File: src/rtl/script_source_tokenizer_macros.svh
// Assertion macros shared by the tokenizer RTL.
// Used by modules that carry concurrent checks; needs clk and rst in scope.
`ifndef SCRIPT_SOURCE_TOKENIZER_MACROS_SVH
`define SCRIPT_SOURCE_TOKENIZER_MACROS_SVH

// Checked at every rising clock edge outside reset.
`define SST_ASSERT(lbl, prop, msg) \
  lbl: assert property (@(posedge clk) disable iff (rst) (prop)) else $error(msg);

// Checked at every rising clock edge, reset included.
`define SST_ASSERT_ALWAYS(lbl, prop, msg) \
  lbl: assert property (@(posedge clk) (prop)) else $error(msg);

`endif

File: src/rtl/sst_pkg.sv
// Shared types, token codes and character-class helpers for the tokenizer.
// Used by sst_lex_core, sst_res_fifo and script_source_tokenizer.
package sst_pkg;

  localparam int LINE_BITS   = 16;
  localparam int KW_COUNT    = 17;
  localparam int MAX_RESULTS = 4;
  localparam int FIFO_DEPTH  = 8;

  typedef logic [5:0] ttype_t;

  localparam logic KIND_VALUE = 1'b0;
  localparam logic KIND_END   = 1'b1;

  localparam ttype_t TT_NUMBER  = 6'd0;
  localparam ttype_t TT_STRING  = 6'd1;
  localparam ttype_t TT_WORD    = 6'd2;
  localparam ttype_t TT_KW0     = 6'd3;
  localparam ttype_t TT_PLUS    = 6'd20;
  localparam ttype_t TT_MINUS   = 6'd22;
  localparam ttype_t TT_STAR    = 6'd24;
  localparam ttype_t TT_SLASH   = 6'd26;
  localparam ttype_t TT_SLASHEQ = 6'd27;
  localparam ttype_t TT_PERCENT = 6'd28;
  localparam ttype_t TT_ASSIGN  = 6'd29;
  localparam ttype_t TT_BANG    = 6'd31;
  localparam ttype_t TT_LESS    = 6'd33;
  localparam ttype_t TT_GREATER = 6'd35;
  localparam ttype_t TT_AND     = 6'd37;
  localparam ttype_t TT_OR      = 6'd38;
  localparam ttype_t TT_LPAREN  = 6'd39;
  localparam ttype_t TT_RPAREN  = 6'd40;
  localparam ttype_t TT_LBRACE  = 6'd41;
  localparam ttype_t TT_RBRACE  = 6'd42;
  localparam ttype_t TT_LBRACK  = 6'd43;
  localparam ttype_t TT_RBRACK  = 6'd44;
  localparam ttype_t TT_SEMI    = 6'd45;
  localparam ttype_t TT_COLON   = 6'd46;
  localparam ttype_t TT_COMMA   = 6'd47;
  localparam ttype_t TT_DOT     = 6'd48;
  localparam ttype_t TT_ERROR   = 6'd49;
  localparam ttype_t TT_END     = 6'd50;

  // Keyword spellings, right-justified: the first letter is the highest byte in use.
  localparam logic [63:0] KW_TEXT [KW_COUNT] = '{
    64'("spell"), 64'("rune"), 64'("fn"), 64'("return"), 64'("if"), 64'("else"),
    64'("for"), 64'("while"), 64'("break"), 64'("continue"), 64'("true"),
    64'("false"), 64'("null"), 64'("let"), 64'("vec3"), 64'("fail"), 64'("log")
  };
  localparam logic [3:0] KW_LEN [KW_COUNT] = '{
    4'd5, 4'd4, 4'd2, 4'd6, 4'd2, 4'd4, 4'd3, 4'd5, 4'd5, 4'd8, 4'd4, 4'd5, 4'd4,
    4'd3, 4'd4, 4'd4, 4'd3
  };

  typedef struct packed {
    logic                 kind;
    ttype_t               ttype;
    logic [7:0]           value;
    logic [LINE_BITS-1:0] line;
    logic                 last;
  } res_t;

  // Everything one input transfer produces, handed to the result queue.
  typedef struct packed {
    logic [2:0]                   count;
    res_t [MAX_RESULTS-1:0]       items;
  } bundle_t;

  function automatic logic is_digit(logic [7:0] c);
    return (c >= "0") && (c <= "9");
  endfunction

  function automatic logic is_alpha(logic [7:0] c);
    return ((c >= "a") && (c <= "z")) || ((c >= "A") && (c <= "Z"));
  endfunction

  function automatic logic is_wordc(logic [7:0] c);
    return is_alpha(c) || is_digit(c) || (c == "_");
  endfunction

  // Keywords whose letter at position p equals c.
  function automatic logic [KW_COUNT-1:0] kw_keep(logic [7:0] c, logic [3:0] p);
    logic [KW_COUNT-1:0] m;
    logic [3:0]          sh;
    m = '0;
    for (int k = 0; k < KW_COUNT; k++) begin
      sh = 4'd0;
      if (p < KW_LEN[k]) begin
        sh = KW_LEN[k] - 4'd1 - p;
        m[k] = (KW_TEXT[k][{sh[2:0], 3'b000} +: 8] == c);
      end
    end
    return m;
  endfunction

  // First surviving keyword of the exact length, else a plain identifier.
  function automatic ttype_t word_type(logic [KW_COUNT-1:0] cand, logic [3:0] len);
    ttype_t t;
    t = TT_WORD;
    for (int k = KW_COUNT - 1; k >= 0; k--) begin
      if (cand[k] && (KW_LEN[k] == len)) t = 6'(int'(TT_KW0) + k);
    end
    return t;
  endfunction

  function automatic ttype_t op_base(logic [7:0] p);
    ttype_t t;
    case (p)
      "+": t = TT_PLUS;
      "-": t = TT_MINUS;
      "*": t = TT_STAR;
      "=": t = TT_ASSIGN;
      "!": t = TT_BANG;
      "<": t = TT_LESS;
      default: t = TT_GREATER;
    endcase
    return t;
  endfunction

  function automatic res_t mk(logic kind, ttype_t ttype, logic [7:0] value);
    res_t r;
    r = '0;
    r.kind  = kind;
    r.ttype = ttype;
    r.value = value;
    return r;
  endfunction

endpackage

File: src/rtl/sst_lex_core.sv
// Lexer state registers and the single-pass next-state and result logic.
// Depends on sst_pkg.
module sst_lex_core (
  input  logic                 clk,
  input  logic                 rst,
  input  logic                 take,
  input  logic [7:0]           char_code,
  input  logic                 end_of_source,
  output sst_pkg::bundle_t     bundle
);

  typedef enum logic [3:0] {
    M_IDLE, M_NUMBER, M_NUMDOT, M_STRING, M_WORD, M_LINECMT, M_BLOCKCMT, M_SLASH, M_OP
  } mode_t;

  localparam logic [sst_pkg::LINE_BITS-1:0] LINE_MAX = '1;

  mode_t                              mode, mode_next;
  logic [7:0]                         pend, pend_next;
  logic [sst_pkg::KW_COUNT-1:0]       cand, cand_next;
  logic [3:0]                         wlen, wlen_next;
  logic [sst_pkg::LINE_BITS-1:0]      line_count, line_count_next;
  logic                               esc, esc_next;
  logic                               star, star_next;
  logic                               frac, frac_next;

  logic                               consumed;
  logic [2:0]                         n;
  sst_pkg::res_t [sst_pkg::MAX_RESULTS-1:0] res;
  logic [7:0]                         c;

  assign c = char_code;

  always_comb begin
    mode_next = mode;
    pend_next = pend;
    cand_next = cand;
    wlen_next = wlen;
    line_count_next = line_count;
    esc_next = esc;
    star_next = star;
    frac_next = frac;
    consumed = 1'b1;
    n = 3'd0;
    res = '0;

    if (end_of_source) begin
      // Close whatever token is open, then the end token, then back to reset.
      case (mode)
        M_NUMBER: begin
          res[n[1:0]] = sst_pkg::mk(sst_pkg::KIND_END, sst_pkg::TT_NUMBER, 8'd0); n = n + 3'd1;
        end
        M_NUMDOT: begin
          res[n[1:0]] = sst_pkg::mk(sst_pkg::KIND_END, sst_pkg::TT_NUMBER, 8'd0); n = n + 3'd1;
          res[n[1:0]] = sst_pkg::mk(sst_pkg::KIND_END, sst_pkg::TT_DOT, 8'd0); n = n + 3'd1;
        end
        M_STRING: begin
          res[n[1:0]] = sst_pkg::mk(sst_pkg::KIND_END, sst_pkg::TT_STRING, 8'd0); n = n + 3'd1;
        end
        M_WORD: begin
          res[n[1:0]] = sst_pkg::mk(sst_pkg::KIND_END, sst_pkg::word_type(cand, wlen), 8'd0);
          n = n + 3'd1;
        end
        M_SLASH: begin
          res[n[1:0]] = sst_pkg::mk(sst_pkg::KIND_END, sst_pkg::TT_SLASH, 8'd0); n = n + 3'd1;
        end
        M_OP: begin
          if (pend != "&" && pend != "|") begin
            res[n[1:0]] = sst_pkg::mk(sst_pkg::KIND_END, sst_pkg::op_base(pend), 8'd0);
            n = n + 3'd1;
          end
        end
        default: ;
      endcase
      res[n[1:0]] = sst_pkg::mk(sst_pkg::KIND_END, sst_pkg::TT_END, 8'd0); n = n + 3'd1;
      mode_next = M_IDLE;
      pend_next = 8'd0;
      cand_next = '1;
      wlen_next = 4'd0;
      line_count_next = {{(sst_pkg::LINE_BITS-1){1'b0}}, 1'b1};
      esc_next = 1'b0;
      star_next = 1'b0;
      frac_next = 1'b0;
    end else begin
      // First pass: the open token sees the byte; it may hand it back.
      case (mode)
        M_IDLE: consumed = 1'b0;
        M_NUMBER: begin
          if (sst_pkg::is_digit(c)) begin
            res[n[1:0]] = sst_pkg::mk(sst_pkg::KIND_VALUE, sst_pkg::TT_NUMBER, c); n = n + 3'd1;
          end else if (c == "." && !frac) begin
            mode_next = M_NUMDOT;
          end else begin
            res[n[1:0]] = sst_pkg::mk(sst_pkg::KIND_END, sst_pkg::TT_NUMBER, 8'd0); n = n + 3'd1;
            mode_next = M_IDLE;
            consumed = 1'b0;
          end
        end
        M_NUMDOT: begin
          if (sst_pkg::is_digit(c)) begin
            res[n[1:0]] = sst_pkg::mk(sst_pkg::KIND_VALUE, sst_pkg::TT_NUMBER, "."); n = n + 3'd1;
            res[n[1:0]] = sst_pkg::mk(sst_pkg::KIND_VALUE, sst_pkg::TT_NUMBER, c); n = n + 3'd1;
            frac_next = 1'b1;
            mode_next = M_NUMBER;
          end else begin
            res[n[1:0]] = sst_pkg::mk(sst_pkg::KIND_END, sst_pkg::TT_NUMBER, 8'd0); n = n + 3'd1;
            res[n[1:0]] = sst_pkg::mk(sst_pkg::KIND_END, sst_pkg::TT_DOT, 8'd0); n = n + 3'd1;
            mode_next = M_IDLE;
            consumed = 1'b0;
          end
        end
        M_STRING: begin
          if (esc) begin
            esc_next = 1'b0;
            res[n[1:0]] = sst_pkg::mk(sst_pkg::KIND_VALUE, sst_pkg::TT_STRING,
                                      (c == "n") ? "\n" : (c == "t") ? "\t" : c);
            n = n + 3'd1;
          end else if (c == "\\") begin
            esc_next = 1'b1;
          end else if (c == "\"") begin
            res[n[1:0]] = sst_pkg::mk(sst_pkg::KIND_END, sst_pkg::TT_STRING, 8'd0); n = n + 3'd1;
            mode_next = M_IDLE;
          end else begin
            res[n[1:0]] = sst_pkg::mk(sst_pkg::KIND_VALUE, sst_pkg::TT_STRING, c); n = n + 3'd1;
          end
        end
        M_WORD: begin
          if (sst_pkg::is_wordc(c)) begin
            cand_next = cand & sst_pkg::kw_keep(c, wlen);
            wlen_next = (wlen == 4'd15) ? wlen : wlen + 4'd1;
            res[n[1:0]] = sst_pkg::mk(sst_pkg::KIND_VALUE, sst_pkg::TT_WORD, c); n = n + 3'd1;
          end else begin
            res[n[1:0]] = sst_pkg::mk(sst_pkg::KIND_END, sst_pkg::word_type(cand, wlen), 8'd0);
            n = n + 3'd1;
            mode_next = M_IDLE;
            consumed = 1'b0;
          end
        end
        M_LINECMT: begin
          if (c == "\n") begin
            mode_next = M_IDLE;
            consumed = 1'b0;
          end
        end
        M_BLOCKCMT: begin
          if (star && c == "/") begin
            star_next = 1'b0;
            mode_next = M_IDLE;
          end else begin
            star_next = (c == "*");
          end
        end
        M_SLASH: begin
          if (c == "/") begin
            mode_next = M_LINECMT;
          end else if (c == "*") begin
            mode_next = M_BLOCKCMT;
            star_next = 1'b0;
          end else begin
            mode_next = M_IDLE;
            if (c == "=") begin
              res[n[1:0]] = sst_pkg::mk(sst_pkg::KIND_END, sst_pkg::TT_SLASHEQ, 8'd0);
              n = n + 3'd1;
            end else begin
              res[n[1:0]] = sst_pkg::mk(sst_pkg::KIND_END, sst_pkg::TT_SLASH, 8'd0);
              n = n + 3'd1;
              consumed = 1'b0;
            end
          end
        end
        M_OP: begin
          mode_next = M_IDLE;
          if (pend == "&" || pend == "|") begin
            if (c == pend) begin
              res[n[1:0]] = sst_pkg::mk(sst_pkg::KIND_END,
                                        (pend == "&") ? sst_pkg::TT_AND : sst_pkg::TT_OR, 8'd0);
              n = n + 3'd1;
            end else begin
              consumed = 1'b0;
            end
          end else if (c == "=") begin
            res[n[1:0]] = sst_pkg::mk(sst_pkg::KIND_END, sst_pkg::op_base(pend) + 6'd1, 8'd0);
            n = n + 3'd1;
          end else begin
            res[n[1:0]] = sst_pkg::mk(sst_pkg::KIND_END, sst_pkg::op_base(pend), 8'd0);
            n = n + 3'd1;
            consumed = 1'b0;
          end
        end
        default: begin
          mode_next = M_IDLE;
          consumed = 1'b0;
        end
      endcase

      // Second pass: a byte handed back is lexed from idle, which always takes it.
      if (!consumed) begin
        case (c)
          " ", "\t", "\r", "\n": ;
          "\"": begin
            mode_next = M_STRING;
            esc_next = 1'b0;
          end
          "/": mode_next = M_SLASH;
          "+", "-", "*", "=", "!", "<", ">", "&", "|": begin
            mode_next = M_OP;
            pend_next = c;
          end
          "%": begin res[n[1:0]] = sst_pkg::mk(sst_pkg::KIND_END, sst_pkg::TT_PERCENT, 8'd0); n = n + 3'd1; end
          "(": begin res[n[1:0]] = sst_pkg::mk(sst_pkg::KIND_END, sst_pkg::TT_LPAREN, 8'd0); n = n + 3'd1; end
          ")": begin res[n[1:0]] = sst_pkg::mk(sst_pkg::KIND_END, sst_pkg::TT_RPAREN, 8'd0); n = n + 3'd1; end
          "{": begin res[n[1:0]] = sst_pkg::mk(sst_pkg::KIND_END, sst_pkg::TT_LBRACE, 8'd0); n = n + 3'd1; end
          "}": begin res[n[1:0]] = sst_pkg::mk(sst_pkg::KIND_END, sst_pkg::TT_RBRACE, 8'd0); n = n + 3'd1; end
          "[": begin res[n[1:0]] = sst_pkg::mk(sst_pkg::KIND_END, sst_pkg::TT_LBRACK, 8'd0); n = n + 3'd1; end
          "]": begin res[n[1:0]] = sst_pkg::mk(sst_pkg::KIND_END, sst_pkg::TT_RBRACK, 8'd0); n = n + 3'd1; end
          ";": begin res[n[1:0]] = sst_pkg::mk(sst_pkg::KIND_END, sst_pkg::TT_SEMI, 8'd0); n = n + 3'd1; end
          ":": begin res[n[1:0]] = sst_pkg::mk(sst_pkg::KIND_END, sst_pkg::TT_COLON, 8'd0); n = n + 3'd1; end
          ",": begin res[n[1:0]] = sst_pkg::mk(sst_pkg::KIND_END, sst_pkg::TT_COMMA, 8'd0); n = n + 3'd1; end
          ".": begin res[n[1:0]] = sst_pkg::mk(sst_pkg::KIND_END, sst_pkg::TT_DOT, 8'd0); n = n + 3'd1; end
          default: begin
            if (sst_pkg::is_digit(c)) begin
              mode_next = M_NUMBER;
              frac_next = 1'b0;
              res[n[1:0]] = sst_pkg::mk(sst_pkg::KIND_VALUE, sst_pkg::TT_NUMBER, c); n = n + 3'd1;
            end else if (sst_pkg::is_alpha(c) || c == "_") begin
              mode_next = M_WORD;
              cand_next = sst_pkg::kw_keep(c, 4'd0);
              wlen_next = 4'd1;
              res[n[1:0]] = sst_pkg::mk(sst_pkg::KIND_VALUE, sst_pkg::TT_WORD, c); n = n + 3'd1;
            end else begin
              res[n[1:0]] = sst_pkg::mk(sst_pkg::KIND_VALUE, sst_pkg::TT_ERROR, c); n = n + 3'd1;
              res[n[1:0]] = sst_pkg::mk(sst_pkg::KIND_END, sst_pkg::TT_ERROR, 8'd0); n = n + 3'd1;
            end
          end
        endcase
      end

      if (c == "\n" && line_count != LINE_MAX) line_count_next = line_count + 1'b1;
    end

    // All results of one byte carry the line count from before that byte.
    for (int i = 0; i < sst_pkg::MAX_RESULTS; i++) res[i].line = line_count;
    if (n != 3'd0) res[n[1:0] - 2'd1].last = 1'b1;
  end

  assign bundle.count = n;
  assign bundle.items = res;

  always_ff @(posedge clk) begin
    if (rst) begin
      mode <= M_IDLE;
      pend <= 8'd0;
      cand <= '1;
      wlen <= 4'd0;
      line_count <= {{(sst_pkg::LINE_BITS-1){1'b0}}, 1'b1};
      esc <= 1'b0;
      star <= 1'b0;
      frac <= 1'b0;
    end else if (take) begin
      mode <= mode_next;
      pend <= pend_next;
      cand <= cand_next;
      wlen <= wlen_next;
      line_count <= line_count_next;
      esc <= esc_next;
      star <= star_next;
      frac <= frac_next;
    end
  end

endmodule

File: src/rtl/sst_res_fifo.sv
// Result queue: takes up to four results per cycle while room is high, hands out one per transfer.
// Depends on sst_pkg and the assertion macro header.
`include "script_source_tokenizer_macros.svh"

module sst_res_fifo (
  input  logic             clk,
  input  logic             rst,
  input  logic             push,
  input  sst_pkg::bundle_t bundle,
  output logic             room,
  output logic             out_valid,
  input  logic             out_ready,
  output sst_pkg::res_t    head
);

  localparam int DEPTH = sst_pkg::FIFO_DEPTH;
  localparam int PTR_W = $clog2(DEPTH);
  localparam int CNT_W = $clog2(DEPTH + 1);

  sst_pkg::res_t     mem [DEPTH];
  logic [PTR_W-1:0]  wptr, rptr;
  logic [CNT_W-1:0]  count, count_next;
  logic [CNT_W-1:0]  push_n;
  logic              pop;

  assign out_valid = (count != '0);
  assign pop       = out_valid && out_ready;
  assign room      = (count <= CNT_W'(DEPTH - sst_pkg::MAX_RESULTS));
  assign push_n    = push ? CNT_W'(bundle.count) : '0;
  assign count_next = count + push_n - CNT_W'(pop);
  assign head      = mem[rptr];

  always_ff @(posedge clk) begin
    if (rst) begin
      wptr  <= '0;
      rptr  <= '0;
      count <= '0;
    end else begin
      wptr  <= wptr + PTR_W'(push_n);
      rptr  <= rptr + PTR_W'(pop);
      count <= count_next;
    end
  end

  always_ff @(posedge clk) begin
    for (int i = 0; i < sst_pkg::MAX_RESULTS; i++) begin
      if (push && (i < int'(bundle.count))) mem[PTR_W'(int'(wptr) + i)] <= bundle.items[i];
    end
  end

  `SST_ASSERT(a_count_bound, count <= CNT_W'(DEPTH), "result queue count beyond depth")
  `SST_ASSERT(a_push_fits, push |-> (count + push_n <= CNT_W'(DEPTH)), "result queue overflow")
  `SST_ASSERT(a_push_shows, (push && bundle.count != 3'd0) |=> out_valid, "pushed result not visible")

endmodule

File: src/rtl/script_source_tokenizer.sv
// Top level of the streaming source tokenizer.
// Depends on sst_pkg, sst_lex_core and sst_res_fifo.
//
// The tokenizer takes one source byte (or an end marker) per input transfer and
// turns it into zero to four results: token value bytes as they are consumed,
// and a token-end result that carries the token type and the line number. The
// lexer state and all per-byte work sit in one pass of logic in front of an
// eight-entry result queue, so a byte is accepted in every cycle while the queue
// has at least four free entries. The output side moves one result per transfer,
// so sustained throughput is one byte per cycle as long as bytes average at most
// one result each, and the input stalls only while the queue holds more than four
// results, after multi-result bursts or while out_ready is low. Results carry
// last_result on the final result caused by a byte. The end marker closes any
// open token, emits the end token and returns the lexer to its reset state.
module script_source_tokenizer (
  input  logic                            clk,
  input  logic                            rst,
  input  logic                            in_valid,
  output logic                            in_ready,
  input  logic [7:0]                      char_code,
  input  logic                            end_of_source,
  output logic                            out_valid,
  input  logic                            out_ready,
  output logic                            result_kind,
  output logic [5:0]                      token_type,
  output logic [7:0]                      value_char,
  output logic [sst_pkg::LINE_BITS-1:0]   line_number,
  output logic                            last_result
);

  sst_pkg::bundle_t bundle;
  sst_pkg::res_t    head;
  logic             take;

  // An input transfer updates the lexer state and queues its results together.
  assign take = in_valid && in_ready;

  sst_lex_core u_core (
    .clk           (clk),
    .rst           (rst),
    .take          (take),
    .char_code     (char_code),
    .end_of_source (end_of_source),
    .bundle        (bundle)
  );

  sst_res_fifo u_fifo (
    .clk       (clk),
    .rst       (rst),
    .push      (take),
    .bundle    (bundle),
    .room      (in_ready),
    .out_valid (out_valid),
    .out_ready (out_ready),
    .head      (head)
  );

  assign result_kind = head.kind;
  assign token_type  = head.ttype;
  assign value_char  = head.value;
  assign line_number = head.line;
  assign last_result = head.last;

endmodule
File: config.mk
export PLATFORM = sky130hd
export DESIGN_NAME = script_source_tokenizer
export DESIGN_NICKNAME = d
export VERILOG_FILES = /design/src/rtl/sst_pkg.sv /design/src/rtl/sst_lex_core.sv /design/src/rtl/sst_res_fifo.sv /design/src/rtl/script_source_tokenizer.sv
export VERILOG_INCLUDE_DIRS = /design/src /design/src/rtl
export SDC_FILE = /design/constraint.sdc
export NUM_CORES = 1
export LEC_CHECK = 0
export BUFFER_PORTS_ARGS = -buffer_cell sky130_fd_sc_hd__buf_2
export CAP_MARGIN = 20
export CORE_UTILIZATION = 45
export DETAILED_ROUTE_END_ITERATION = 7
export SLEW_MARGIN = 20
export SYNTH_ARGS = -nofsm -noshare
export SYNTH_HDL_FRONTEND = slang
export SYNTH_SLANG_ARGS = --single-unit
File: constraint.sdc
create_clock -name clk -period 5.6 [get_ports clk]
set_input_delay 0.28 -clock clk [delete_from_list [all_inputs] [get_ports clk]]
set_output_delay 0.28 -clock clk [all_outputs]
set_load 0.01 [all_outputs]
==> metrics.md <==
| Metric | Value |
|---|---|
| Status | finished, violations left |
| Max Buffers Root-to-Sink | 3 |
| CP max FO | 32 |
| Die width | 222 µm |
| Max VDD drop | 0.000253 V |
| RSZ-0062 raised after global routing | false |
| Drt via density | 6.57 |
| Fin Clk Skew | 25.2 ps |
| Fin. max-slew vios | 0 |
| Die height | 222 µm |
| Initial antenna violation count | 0 |
| Setup slack after layout | 476 ps |
| Max-Slew Margin vs Limit | 24.6% |
| Layout cell share with drive strength beyond 1 | 19.2% |
| Startpoint types | flop |
| Mapped cell area | 21700 µm² |
| Period utilization | 91.5% |
| Origin of the worst setup path | u_core.pend[4]$_SDFFE_PP0P_ |
| Register area share after synthesis | 41.1% |
| Most common library cells after synthesis | nor2_1, edfxtp_1, nand2_1 |
| Placement Setup Slack | 332 ps |
| Post-synth net total | 2247 |
| CP max stage cell | or3_2 |
| Cts repair resizes | 0 |
| Cell Pwr Density | 329 nW/µm² |
| CTS tree | done |
| Setup TNS | 0 ps |
| DRC | 1 |
| Buf/Inv on CP | 2 |
| Failing checks | DRC |
| Postcts setup bufs | 0 |
| Synth Register Bits | 318 |
| Register area | 8930 µm² |
| GRT Residual Overflow | 0 |
| Core area | 47700 µm² |
| Largest net degree at the start of global routing | 47 |
| Synth top area cells | edfxtp_1, mux4_2, dfxtp_1, nor2_1, nand2_1 |
| # IOs | 47 |
| Leak | 8.20 nW |
| Worst-path clk slew | 60 ps |
| GP Congestion | 0.999 |
| Synth cell types | 112 |
| Final Hold Violating Endpoints | 0 |
| Delay-heaviest family, CP | simple AND/OR/NAND/NOR gates |
| Fill cell count | 4298 |
| Met2 Wirelength | 35500 µm |
| Post-synthesis area per instance | 9.93 µm² |
| H-tree depth | 2 |
| RR Startpoint | u_core.pend[4]$_SDFFE_PP0P_ |
| Top-count cell post-synth | nor2_1 |
| Post-synth EDFFs | 256 |
| Routed wire per std cell | 27.2 µm |
| Layout area overhead | 11.6% |
| Cts hold-fix bufs | 0 |
| Post-DP HPWL | 55700 µm |
| Area of the multi-input gates | 11900 µm² |
| Fin nets | 2294 |
| Full die area | 49200 µm² |
| MaxCap Viol Count | 0 |
| Cts bufs inserted | 37 |
| Gr usage total | 31.5% |
| WS Path Type | flop to flop |
| DRT Pass-1 Iters | 8 |
| DRT met1 WL | 32200 µm |
| Highest Clock Rate | 195 MHz |
| Clock Latency Late Sink | 590 ps |
| Synthesized netlist cell count | 2190 |
| CP max stage delay | 940 ps |
| Synth warn | 0 |
| First DRT Iteration DRCs | 2472 |
| First-pass GRT wire length | 117000 µm |
| Async S/R FF share, synth | 0% |
| Met3 WL | 6390 µm |
| Row count | 80 |
| # port buffers | 46 |
| Starting density of the core | 45.5% |
| Hold crit path type | input port to flop |
| Vias post-DR | 18900 |
| Minimum clock period | 5120 ps |
| Req. time, crit path | 5760 ps |
| Crit path capture type | flop |
| Worst Max-Slew Pin Slew | 1120 ps |
| Top cell type's share of synthesized area | 35.4% |
| Synth Flop Type | edfxtp_1 |
| Cell taking the most area after synthesis | edfxtp_1 |
| Clock Sinks | 318 |
| Worst EP arrival | 5280 ps |
| CP cell instances | nor4b_2 > and3_1 > o22ai_1 > a211oi_2 > inv_1 > ha_1 > a21boi_0 > o21a_1 > inv_4 > nor2_1 > nand2_1 > nand2b_1 > or3_2 |
| Setup violators final | 0 |
| DRT antenna net count | 0 |
| Root Driver | clkbuf_16 |
| Number of global-route vias before repair | 18300 |
| Detailed Route WL | 78300 µm |
| Antenna cells | 0 |
| HP Start | out_ready |
| Max Used Layer | met4 |
[metal layers]
layer	vias up	GRT usage (%)
met3	252	5.82
li1	8388	-
met1	9269	41.5
met4	0	15.8
met5	-	0
met2	1010	49.9
[worst paths after layout]
kind                                                    end  slack (ps)  cells past startpoint
worst min-delay path              u_fifo.rptr[0]$_SDFF_PP0_         210                      4
worst min register to register  u_core.cand[3]$_SDFFE_PP1P_         470                      2
worst max-delay path            u_fifo.mem[7][16]$_DFFE_PP_         480                     13
worst max register to register  u_fifo.mem[7][16]$_DFFE_PP_         480                     13
[report_power, final]
| group | internal [W] | total (W) | switching (W) |
|---|---|---|---|
| combinational | 0.000999 | 0.00240 | 0.00140 |
| sequential | 0.00292 | 0.00307 | 0.000152 |
| clock | 0.00147 | 0.00252 | 0.00106 |
| total | 0.00538 | 0.00799 | 0.00261 |
[final cells by class]
| cell class | count | share of cell area (%) |
|---|---|---|
| Inverter | 42 | 0.660 |
| Timing Repair Buffer | 172 | 4.90 |
| Clock buffer | 45 | 4.06 |
| Tap cell | 615 | 3.17 |
| Sequential cell | 318 | 36.8 |
| Clock inverter | 23 | 1.23 |
| Multi-Input combinational cell | 1666 | 49.2 |
[worst min-delay path: stages]
cell and delay [ps]:
buf_2 70, and2_1 150, ha_1 130, nor2b_1 110
[placed cells by master (no fill, tap or decap), types with 50 or more instances in the layout]
| cell type | n |
|---|---|
| a21oi_1 | 99 |
| a31oi_1 | 50 |
| buf_4 | 125 |
| dfxtp_1 | 59 |
| edfxtp_1 | 256 |
| mux2i_1 | 57 |
| mux4_2 | 64 |
| nand2_1 | 246 |
| nand3_1 | 53 |
| nor2_1 | 264 |
| o21ai_0 | 129 |
| xnor2_1 | 50 |
[flip-flops by register name (all words and copies together) (netlist names)]
register	cells
u_core.cand	17
u_core.esc	1
u_core.frac	1
u_core.line_count	16
u_core.mode	4
u_core.pend	8
u_core.star	1
u_core.wlen	4
u_fifo.count	4
u_fifo.mem	256
u_fifo.rptr	3
u_fifo.wptr	3
[kinds of logic (layout without fill, tap and decap cells)]
group | Yosys count | in the layout | share of synthesized area, %
AOI/OAI and AO/OA | 580 | 580 | 19.9
and+or+nand+nor | 799 | 799 | 17.7
xor gates and xnor gates | 84 | 84 | 3.38
muxes | 158 | 158 | 11.2
buffers and inverters | 206 | 282 | 4.20
DFF | 318 | 318 | 41.1
adders and majority gates | 45 | 45 | 2.65
[through the flow]
stage | hold slack (ps) | utilization [%] | std cells | cell area (µm²) | total power (W)
2_1_floorplan | 433 | - | 2190 | 21700 | 0.00467
3_3_place_gp | 457 | 48.1 | 2813 | 23000 | 0.00547
3_5_place_dp | 466 | 48.1 | 2813 | 23000 | 0.00550
4_1_cts | 211 | 50.8 | 2881 | 24300 | 0.00804
5_1_grt | 250 | 50.8 | 2881 | 24300 | 0.00832
6_report | 214 | 50.8 | 2881 | 24300 | 0.00799
Power figures use the tool's default switching activity.
